<file path="config.mk">
export PLATFORM = sky130hd
export DESIGN_NAME = lcg48_random_generator_unit
export DESIGN_NICKNAME = d
export VERILOG_FILES = /design/src/hw/rtl/lcg48_pkg.sv /design/src/hw/rtl/lcg48_dp.sv /design/src/hw/rtl/lcg48_ctrl.sv /design/src/hw/rtl/lcg48_random_generator_unit.sv
export VERILOG_INCLUDE_DIRS = /design/src /design/src/hw/rtl
export SDC_FILE = /design/constraint.sdc
export NUM_CORES = 2
export LEC_CHECK = 0
export BUFFER_PORTS_ARGS = -buffer_cell sky130_fd_sc_hd__buf_2
export CORE_UTILIZATION = 40
export CTS_BUF_LIST = sky130_fd_sc_hd__clkbuf_4
export DETAILED_ROUTE_END_ITERATION = 7
export GPL_TIMING_DRIVEN = 0
export SETUP_SLACK_MARGIN = 0.5
export SYNTH_ARGS = -nofsm -noshare
export SYNTH_HDL_FRONTEND = slang
export SYNTH_SLANG_ARGS = --single-unit
</file>
<file path="constraint.sdc">
create_clock -name clk_i -period 10.1 [get_ports clk_i]
set_input_delay 2.02 -clock clk_i [delete_from_list [all_inputs] [get_ports clk_i]]
set_output_delay 2.02 -clock clk_i [all_outputs]
set_load 0.03 [all_outputs]
</file>
<file path="src/hw/rtl/assert_macros.svh">
// Assertion macros used by the generator controller RTL; empty when SYNTHESIS is defined.
`ifndef ASSERT_MACROS_SVH
`define ASSERT_MACROS_SVH
`ifndef SYNTHESIS
`define ASSERT_PROP(lbl, prop, msg) \
  lbl: assert property (@(posedge clk_i) disable iff (!rst_ni) prop) else $error(msg);
`define ASSERT_NEVER(lbl, expr, msg) \
  lbl: assert property (@(posedge clk_i) disable iff (!rst_ni) !(expr)) else $error(msg);
`else
`define ASSERT_PROP(lbl, prop, msg)
`define ASSERT_NEVER(lbl, expr, msg)
`endif
`endif

</file>
<file path="src/hw/rtl/lcg48_pkg.sv">
// Types and constants of the 48-bit LCG random generator.
`timescale 1ns / 1ps
package lcg48_pkg;

  localparam int unsigned StateW = 48;
  localparam logic [34:0] LcgMult = 35'h5DEECE66D;
  localparam logic [47:0] LcgInc = 48'hB;

  typedef enum logic [2:0] {
    MODE_RESEED  = 3'd0,
    MODE_BITS    = 3'd1,
    MODE_LONG    = 3'd2,
    MODE_FRAC    = 3'd3,
    MODE_BOUNDED = 3'd4
  } mode_e;

  typedef enum logic [2:0] {
    ST_IDLE,
    ST_DECODE,
    ST_STEP,
    ST_USE,
    ST_DIV,
    ST_CHECK,
    ST_DONE
  } ctrl_state_e;

  typedef struct packed {
    logic load_in;
    logic reseed;
    logic step_run;
    logic save_hi;
    logic div_start;
    logic div_run;
    logic load_out;
  } dp_cmd_t;

  typedef struct packed {
    logic [2:0] mode;
    logic       bound_bad;
    logic       bound_pow2;
    logic       step_done;
    logic       div_done;
    logic       reject;
  } dp_status_t;

endpackage

</file>
<file path="src/hw/rtl/lcg48_dp.sv">
// Datapath: LCG state, digit-serial multiply, remainder unit and result register.
`timescale 1ns / 1ps
module lcg48_dp (
  input  logic                 clk_i,
  input  logic                 rst_ni,
  input  lcg48_pkg::dp_cmd_t   cmd_i,
  output lcg48_pkg::dp_status_t status_o,
  input  logic [2:0]           mode_i,
  input  logic [47:0]          seed_in_i,
  input  logic [5:0]           bit_count_i,
  input  logic [31:0]          bound_i,
  output logic [63:0]          value_o,
  output logic                 bad_bound_o
);

  logic [2:0]  mode_q;
  logic [47:0] seed_q;
  logic [5:0]  cnt_q;
  logic [31:0] bound_q;

  logic [47:0] state_q;
  logic [47:0] acc_q;
  logic [47:0] prod_q, prod_d;
  logic [1:0]  mcnt_q;
  logic [15:0] digit;
  logic [50:0] mul_full;
  logic        step_done;

  logic [31:0] hi_q;

  logic [30:0] rem_q, rem_d;
  logic [30:0] quo_q;
  logic [4:0]  dcnt_q;
  logic [31:0] rem_trial;
  logic        div_done;

  logic [30:0] draw31;
  logic [30:0] bound_m1;
  logic [32:0] rej_sum;
  logic        bound_bad;
  logic        bound_pow2;

  logic [5:0]  bits_k;
  logic [5:0]  bits_sh;
  logic [63:0] pow_prod;
  logic [63:0] value_d;
  logic [63:0] value_q;
  logic        bad_q;

  always_ff @(posedge clk_i) begin
    if (cmd_i.load_in) begin
      mode_q  <= mode_i;
      seed_q  <= seed_in_i;
      cnt_q   <= bit_count_i;
      bound_q <= bound_i;
    end
  end

  // one 16-bit digit of the state against the multiplier constant per cycle
  always_comb begin
    unique case (mcnt_q)
      2'd0:    digit = state_q[15:0];
      2'd1:    digit = state_q[31:16];
      2'd2:    digit = state_q[47:32];
      default: digit = 16'd0;
    endcase
  end

  assign mul_full = {35'd0, digit} * {16'd0, lcg48_pkg::LcgMult};

  always_comb begin
    unique case (mcnt_q)
      2'd0:    prod_d = mul_full[47:0];
      2'd1:    prod_d = {mul_full[31:0], 16'd0};
      2'd2:    prod_d = {mul_full[15:0], 32'd0};
      default: prod_d = 48'd0;
    endcase
  end

  assign step_done = cmd_i.step_run && (mcnt_q == 2'd3);

  always_ff @(posedge clk_i or negedge rst_ni) begin
    if (!rst_ni) begin
      state_q <= lcg48_pkg::StateW'(lcg48_pkg::LcgMult);
      acc_q   <= lcg48_pkg::LcgInc;
      prod_q  <= 48'd0;
      mcnt_q  <= 2'd0;
    end else begin
      if (cmd_i.reseed) begin
        state_q <= seed_q ^ lcg48_pkg::StateW'(lcg48_pkg::LcgMult);
      end
      if (cmd_i.step_run) begin
        if (step_done) begin
          // last partial product lands; rearm for the next step
          state_q <= acc_q + prod_q;
          acc_q   <= lcg48_pkg::LcgInc;
          prod_q  <= 48'd0;
          mcnt_q  <= 2'd0;
        end else begin
          acc_q  <= acc_q + prod_q;
          prod_q <= prod_d;
          mcnt_q <= mcnt_q + 2'd1;
        end
      end
    end
  end

  always_ff @(posedge clk_i) begin
    if (cmd_i.save_hi) begin
      hi_q <= state_q[47:16];
    end
  end

  // restoring remainder, one quotient bit per cycle
  assign draw31    = state_q[47:17];
  assign rem_trial = {rem_q, quo_q[30]};
  assign rem_d     = (rem_trial >= {1'b0, bound_q[30:0]})
                     ? 31'(rem_trial - {1'b0, bound_q[30:0]}) : rem_trial[30:0];
  assign div_done  = cmd_i.div_run && (dcnt_q == 5'd30);

  always_ff @(posedge clk_i) begin
    if (cmd_i.div_start) begin
      rem_q  <= 31'd0;
      quo_q  <= draw31;
      dcnt_q <= 5'd0;
    end else if (cmd_i.div_run) begin
      rem_q  <= rem_d;
      quo_q  <= {quo_q[29:0], 1'b0};
      dcnt_q <= dcnt_q + 5'd1;
    end
  end

  assign bound_m1   = 31'(bound_q - 32'd1);
  assign rej_sum    = {2'b0, draw31} - {2'b0, rem_q} + {2'b0, bound_m1};
  assign bound_bad  = (bound_q == 32'd0) || bound_q[31];
  assign bound_pow2 = ((bound_q & (bound_q - 32'd1)) == 32'd0);

  // clamp the bit count to 1..32
  always_comb begin
    priority if (cnt_q == 6'd0) begin
      bits_k = 6'd1;
    end else if (cnt_q > 6'd32) begin
      bits_k = 6'd32;
    end else begin
      bits_k = cnt_q;
    end
  end

  assign bits_sh  = 6'd48 - bits_k;
  assign pow_prod = {32'd0, bound_q} * {33'd0, draw31};

  always_comb begin
    unique case (mode_q)
      lcg48_pkg::MODE_BITS:  value_d = 64'(state_q >> bits_sh);
      lcg48_pkg::MODE_LONG:  value_d = {hi_q, 32'd0}
                                       + {{32{state_q[47]}}, state_q[47:16]};
      lcg48_pkg::MODE_FRAC:  value_d = {11'd0, hi_q[31:6], state_q[47:21]};
      lcg48_pkg::MODE_BOUNDED: begin
        priority if (bound_bad) begin
          value_d = 64'd0;
        end else if (bound_pow2) begin
          value_d = {31'd0, pow_prod[63:31]};
        end else begin
          value_d = {33'd0, rem_q};
        end
      end
      default: value_d = 64'd0;
    endcase
  end

  always_ff @(posedge clk_i) begin
    if (cmd_i.load_out) begin
      value_q <= value_d;
      bad_q   <= (mode_q == lcg48_pkg::MODE_BOUNDED) && bound_bad;
    end
  end

  assign value_o     = value_q;
  assign bad_bound_o = bad_q;

  assign status_o.mode       = mode_q;
  assign status_o.bound_bad  = bound_bad;
  assign status_o.bound_pow2 = bound_pow2;
  assign status_o.step_done  = step_done;
  assign status_o.div_done   = div_done;
  assign status_o.reject     = |rej_sum[32:31];

endmodule

</file>
<file path="src/hw/rtl/lcg48_ctrl.sv">
// Controller: request sequencing and output beat handshake.
`timescale 1ns / 1ps
`include "assert_macros.svh"
module lcg48_ctrl (
  input  logic                  clk_i,
  input  logic                  rst_ni,
  input  logic                  in_valid_i,
  output logic                  in_ready_o,
  output logic                  out_valid_o,
  input  logic                  out_ready_i,
  input  lcg48_pkg::dp_status_t status_i,
  output lcg48_pkg::dp_cmd_t    cmd_o
);

  lcg48_pkg::ctrl_state_e state_q, state_d;
  logic second_q, second_d;
  logic out_valid_q, out_valid_d;
  logic out_free;

  assign out_free   = !out_valid_q || out_ready_i;
  assign in_ready_o = (state_q == lcg48_pkg::ST_IDLE);

  always_comb begin
    state_d  = state_q;
    second_d = second_q;
    unique case (state_q)
      lcg48_pkg::ST_IDLE: begin
        if (in_valid_i) begin
          state_d = lcg48_pkg::ST_DECODE;
        end
      end
      lcg48_pkg::ST_DECODE: begin
        second_d = 1'b0;
        unique case (status_i.mode)
          lcg48_pkg::MODE_BITS,
          lcg48_pkg::MODE_LONG,
          lcg48_pkg::MODE_FRAC: state_d = lcg48_pkg::ST_STEP;
          lcg48_pkg::MODE_BOUNDED: begin
            state_d = status_i.bound_bad ? lcg48_pkg::ST_DONE : lcg48_pkg::ST_STEP;
          end
          default: state_d = lcg48_pkg::ST_IDLE;
        endcase
      end
      lcg48_pkg::ST_STEP: begin
        if (status_i.step_done) begin
          state_d = lcg48_pkg::ST_USE;
        end
      end
      lcg48_pkg::ST_USE: begin
        unique case (status_i.mode)
          lcg48_pkg::MODE_LONG,
          lcg48_pkg::MODE_FRAC: begin
            if (second_q) begin
              state_d = lcg48_pkg::ST_DONE;
            end else begin
              second_d = 1'b1;
              state_d  = lcg48_pkg::ST_STEP;
            end
          end
          lcg48_pkg::MODE_BOUNDED: begin
            state_d = status_i.bound_pow2 ? lcg48_pkg::ST_DONE : lcg48_pkg::ST_DIV;
          end
          default: state_d = lcg48_pkg::ST_DONE;
        endcase
      end
      lcg48_pkg::ST_DIV: begin
        if (status_i.div_done) begin
          state_d = lcg48_pkg::ST_CHECK;
        end
      end
      lcg48_pkg::ST_CHECK: begin
        // redraw when the draw falls in the biased tail
        state_d = status_i.reject ? lcg48_pkg::ST_STEP : lcg48_pkg::ST_DONE;
      end
      lcg48_pkg::ST_DONE: begin
        if (out_free) begin
          state_d = lcg48_pkg::ST_IDLE;
        end
      end
      default: state_d = lcg48_pkg::ST_IDLE;
    endcase
  end

  always_comb begin
    cmd_o           = '0;
    cmd_o.load_in   = (state_q == lcg48_pkg::ST_IDLE) && in_valid_i;
    cmd_o.reseed    = (state_q == lcg48_pkg::ST_DECODE)
                      && (status_i.mode == lcg48_pkg::MODE_RESEED);
    cmd_o.step_run  = (state_q == lcg48_pkg::ST_STEP);
    cmd_o.save_hi   = (state_q == lcg48_pkg::ST_USE) && !second_q;
    cmd_o.div_start = (state_q == lcg48_pkg::ST_USE)
                      && (status_i.mode == lcg48_pkg::MODE_BOUNDED);
    cmd_o.div_run   = (state_q == lcg48_pkg::ST_DIV);
    cmd_o.load_out  = (state_q == lcg48_pkg::ST_DONE) && out_free;
  end

  always_comb begin
    out_valid_d = out_valid_q;
    if (cmd_o.load_out) begin
      out_valid_d = 1'b1;
    end else if (out_ready_i) begin
      out_valid_d = 1'b0;
    end
  end

  always_ff @(posedge clk_i or negedge rst_ni) begin
    if (!rst_ni) begin
      state_q     <= lcg48_pkg::ST_IDLE;
      second_q    <= 1'b0;
      out_valid_q <= 1'b0;
    end else begin
      state_q     <= state_d;
      second_q    <= second_d;
      out_valid_q <= out_valid_d;
    end
  end

  assign out_valid_o = out_valid_q;

  `ASSERT_PROP(a_load_out_free, cmd_o.load_out |-> (!out_valid_q || out_ready_i), "result overwritten")
  `ASSERT_PROP(a_accept_decode, (in_valid_i && in_ready_o) |=> (state_q == lcg48_pkg::ST_DECODE), "accept lost")
  `ASSERT_NEVER(a_step_outside, status_i.step_done && (state_q != lcg48_pkg::ST_STEP), "stray step")
  `ASSERT_NEVER(a_div_outside, status_i.div_done && (state_q != lcg48_pkg::ST_DIV), "stray divide")

endmodule

</file>
<file path="src/hw/rtl/lcg48_random_generator_unit.sv">
// Top level of the 48-bit LCG random generator.
//
// Each input beat is one request: reseed, a 1..32 bit draw, a 64-bit draw, a 53-bit fraction
// or a bounded integer. An LCG step runs on a shared 16x35 multiplier that works through the
// state one 16-bit digit per cycle and adds the last partial product in a final step. A single
// draw (bits draw or power-of-two bound) takes one LCG step before its result beat is loaded,
// and a double draw (64-bit draw or fraction) takes two. A bounded integer with a bound that
// is not a power of two adds a bit-serial remainder and a tail check after the step, and each
// draw in the biased tail is redrawn with a new step. A bound that is not positive gives its
// flagged beat without a draw. The input is ready again in the cycle after the result is
// loaded. Reseed and unused mode codes go back to idle from decode and give no result. The
// block takes one request at a time; a finished result waits in the output register while the
// next request is accepted, and a request that finishes while that register is still full
// holds until the waiting beat is taken.
`timescale 1ns / 1ps
module lcg48_random_generator_unit (
  input  logic        clk_i,
  input  logic        rst_ni,
  input  logic        s_axis_tvalid,
  output logic        s_axis_tready,
  input  logic [87:0] s_axis_tdata,   // seed_in[47:0], bit_count[53:48], bound[85:54]
  input  logic [2:0]  s_axis_tuser,   // mode[2:0]
  output logic        m_axis_tvalid,
  input  logic        m_axis_tready,
  output logic [63:0] m_axis_tdata,   // value[63:0]
  output logic        m_axis_tuser    // bad_bound[0]
);

  lcg48_pkg::dp_cmd_t    cmd;
  lcg48_pkg::dp_status_t status;

  lcg48_ctrl u_ctrl (
    .clk_i       (clk_i),
    .rst_ni      (rst_ni),
    .in_valid_i  (s_axis_tvalid),
    .in_ready_o  (s_axis_tready),
    .out_valid_o (m_axis_tvalid),
    .out_ready_i (m_axis_tready),
    .status_i    (status),
    .cmd_o       (cmd)
  );

  lcg48_dp u_dp (
    .clk_i       (clk_i),
    .rst_ni      (rst_ni),
    .cmd_i       (cmd),
    .status_o    (status),
    .mode_i      (s_axis_tuser),
    .seed_in_i   (s_axis_tdata[47:0]),
    .bit_count_i (s_axis_tdata[53:48]),
    .bound_i     (s_axis_tdata[85:54]),
    .value_o     (m_axis_tdata),
    .bad_bound_o (m_axis_tuser)
  );

endmodule

</file>
==> metrics.cfg <==
[sta]
rsz0062_at_grt=true
fin_skew_ps=104
finalHoldViolCount=0
timing.final.max_slew_violations=0
fmax_mhz=103
finalSetupViolCount=0
period_needed_ps=9730
worst_slack_ps=371
worstMarginPinSlew_ps=1360
min_period_over_period_pct=96.3
tns_ps=0
hold_ws_ps=456
slew_headroom_pct=8.72

[grt]
grt_usage_pct=32.3
grt_use_met3_pct=7.66
globalRouteMet1Util_pct=41.0
grt_util_met2_pct=50.1
gr-total-overflow=0
grt_pass1_wl_mm=403
top_usage_layer=met2
antenna_found_initial=36
grt_pass1_vias=58900
grt_max_degree=106

[critical_path]
crit_path_end_kind=flop
rrSetupSlack_ps=370
critical_path.most_common_cell=fa_1
cp.required_ps=10920
cpPeakStageDelay_ps=720
timing.rr.end=u_dp.value_o[29]
path_max_fanout=10
critPathLaunchType=flop
critical_path_class=flop to flop
critPathSlowestCell=clkbuf_1
cp.arrival_ps=10550
timing.rr.start=u_dp.state_q[44]
rr_worst_depth=25

[clocking]
holdBufCountCts=0
path_clk_slew_ps=80
cts_max_level=3
insertion_delay_ps=1030
numClockSinks=404
cts_buffers=97
cts_tree=built
clk_path_buf_depth=3
clockRootBuffer=clkbuf_4

[placement]
placed_cells=9790
hpwl_mm=229
portBuffers=159
place_congestion=1.06
place_ws_ps=-1270

[detailed_routing]
post_drt_wl_per_cell_um=28.1
drt_iter0_markers=6073
drc=0
routed_wirelength_mm=281
antenna_left=0
vias=57800
vias_per_cell=5.78
firstDrtPassIters=8

[finish]
multi_input_area_um2=51400
drive_gt1_share_pct=8.23
nFillCells=16700
stdcell_count=9997
num-nets-final=9496
final-seq-area_um2=11100
final_common_cell=inv_1
synthToLayoutAreaGrowth_pct=8.21
final_cell_mix=inv_1 (1,270), fa_1 (1,101), nand2_1 (879)

[logic_synthesis]
avgSynthCellArea_um2=9.28
ys.flop_type=edfxtp_1
synth_edf_count=217
synth.net_count=9215
synth-async-reset-ratio_pct=37.4
netlist_area_um2=68700
yosysWarnings=0
synth_seq_cells=404
ys_seq_area_share_pct=16.1
ys_types=95
syn_inst=7401

[die]
coreArea_um2=170000
die_w_um=416
pin_count=162
dieArea_um2=173000
row_count=151
die_h_um=416
start_util_pct=40.4

[status]
outcome=completed

[flow_run]
maxCapViolCount=0

[hold_path]
hold_start=u_dp.seed_q[14]
hold_depth=3
worst_hold_path_type=flop to flop
min_to=u_dp.state_q[14]

## flip-flops by register name (all words and copies together) (netlist names), 31 cells and up
register      count
u_dp.prod_q      48
u_dp.value_o     64
u_dp.state_q     48
u_dp.rem_q       31
u_dp.quo_q       31
u_dp.acc_q       48
u_dp.hi_q        32
u_dp.seed_q      48
u_dp.bound_q     32
## final cells by class
cell class                 count  area share (%)
inverter                    1270            6.42
sequential                   404            14.9
buffer                       380            2.38
multi-input combinational   5347            69.2
tap                         2218            3.74
clock buffer                 155            1.57
antenna                       17          0.0573
clock inverter                24           0.185
timing repair buffer         182            1.56
## how the worst max path moves through the flow
stage                     start                to
6_report       u_dp.state_q[44]  u_dp.value_o[29]
3_5_place_dp   u_dp.state_q[26]  u_dp.value_o[31]
4_1_cts        u_dp.state_q[42]  u_dp.value_o[31]
5_1_grt        u_dp.bound_q[26]  u_dp.value_o[31]
2_1_floorplan  u_dp.state_q[47]  u_dp.value_o[27]
3_3_place_gp   u_dp.state_q[21]  u_dp.value_o[24]
## cell usage after synthesis, drive strengths merged, types with 36 or more instances
cell / number / area [um2]
clkbuf: 336 / 1270
edfxtp: 217 / 6520
a22o: 37 / 324
xor2: 77 / 674
xnor2: 117 / 1020
fa: 1101 / 22000
dfrtp: 125 / 3130
inv: 1270 / 4770
nand2b: 36 / 225
and3: 50 / 313
a211oi: 44 / 353
and2: 532 / 3330
nand3: 77 / 385
a31oi: 50 / 313
mux2: 37 / 417
o22ai: 51 / 319
nand2: 879 / 3300
nor2: 261 / 980
nand4: 43 / 269
o21ai: 270 / 1350
ha: 618 / 7730
mux2i: 150 / 1500
dfxtp: 36 / 721
a21oi: 325 / 1630
a21o: 122 / 923
nor2b: 43 / 269
buf: 44 / 257
nor3: 46 / 230
## repair_timing
action                                  CTS  global route
setup buffers                             7             4
resized for setup                       116           104
endpoints found under the setup margin   32            28
## critical path: cells and delay by family (launching register included)
kind / cells / cell delay (ps)
fa+ha+maj: 9 / 4400
buf+inv: 6 / 1540
compound gates: 4 / 1380
simple gates: 4 / 750
flops: 1 / 710
xor+xnor: 1 / 590
mux: 1 / 160
## metal layers
metal	vias to the layer above	share of wire (%)
met5	-	0.073
met4	24	7.2
met3	796	9.9
li1	24600	-
met2	3084	44
met1	29300	39
## logic make-up (layout without fill, tap and decap cells)
logic type,count (synthesis),after routing,synth area share [%]
xor gates and xnor gates,194,194,2.47
other,0,17,0
DFF,404,404,16.1
adders and majority gates,1719,1719,43.4
AOI/OAI and AO/OA,1171,1171,11.0
and+or+nand+nor,2056,2056,14.5
buffers and inverters,1650,2011,9.16
muxes,207,207,3.45
## metrics by stage
step | instance area, um2 | utilization, %
after floorplan | 68700 | -
after global placement | 72200 | 42.5
after detailed placement | 72500 | 42.7
after CTS | 74100 | 43.6
after global routing | 74300 | 43.7
final | 74300 | 43.7
Power is left out: the tool's default activity adds up to more than one toggle a clock period on the data nets, which glitch-free logic cannot reach.
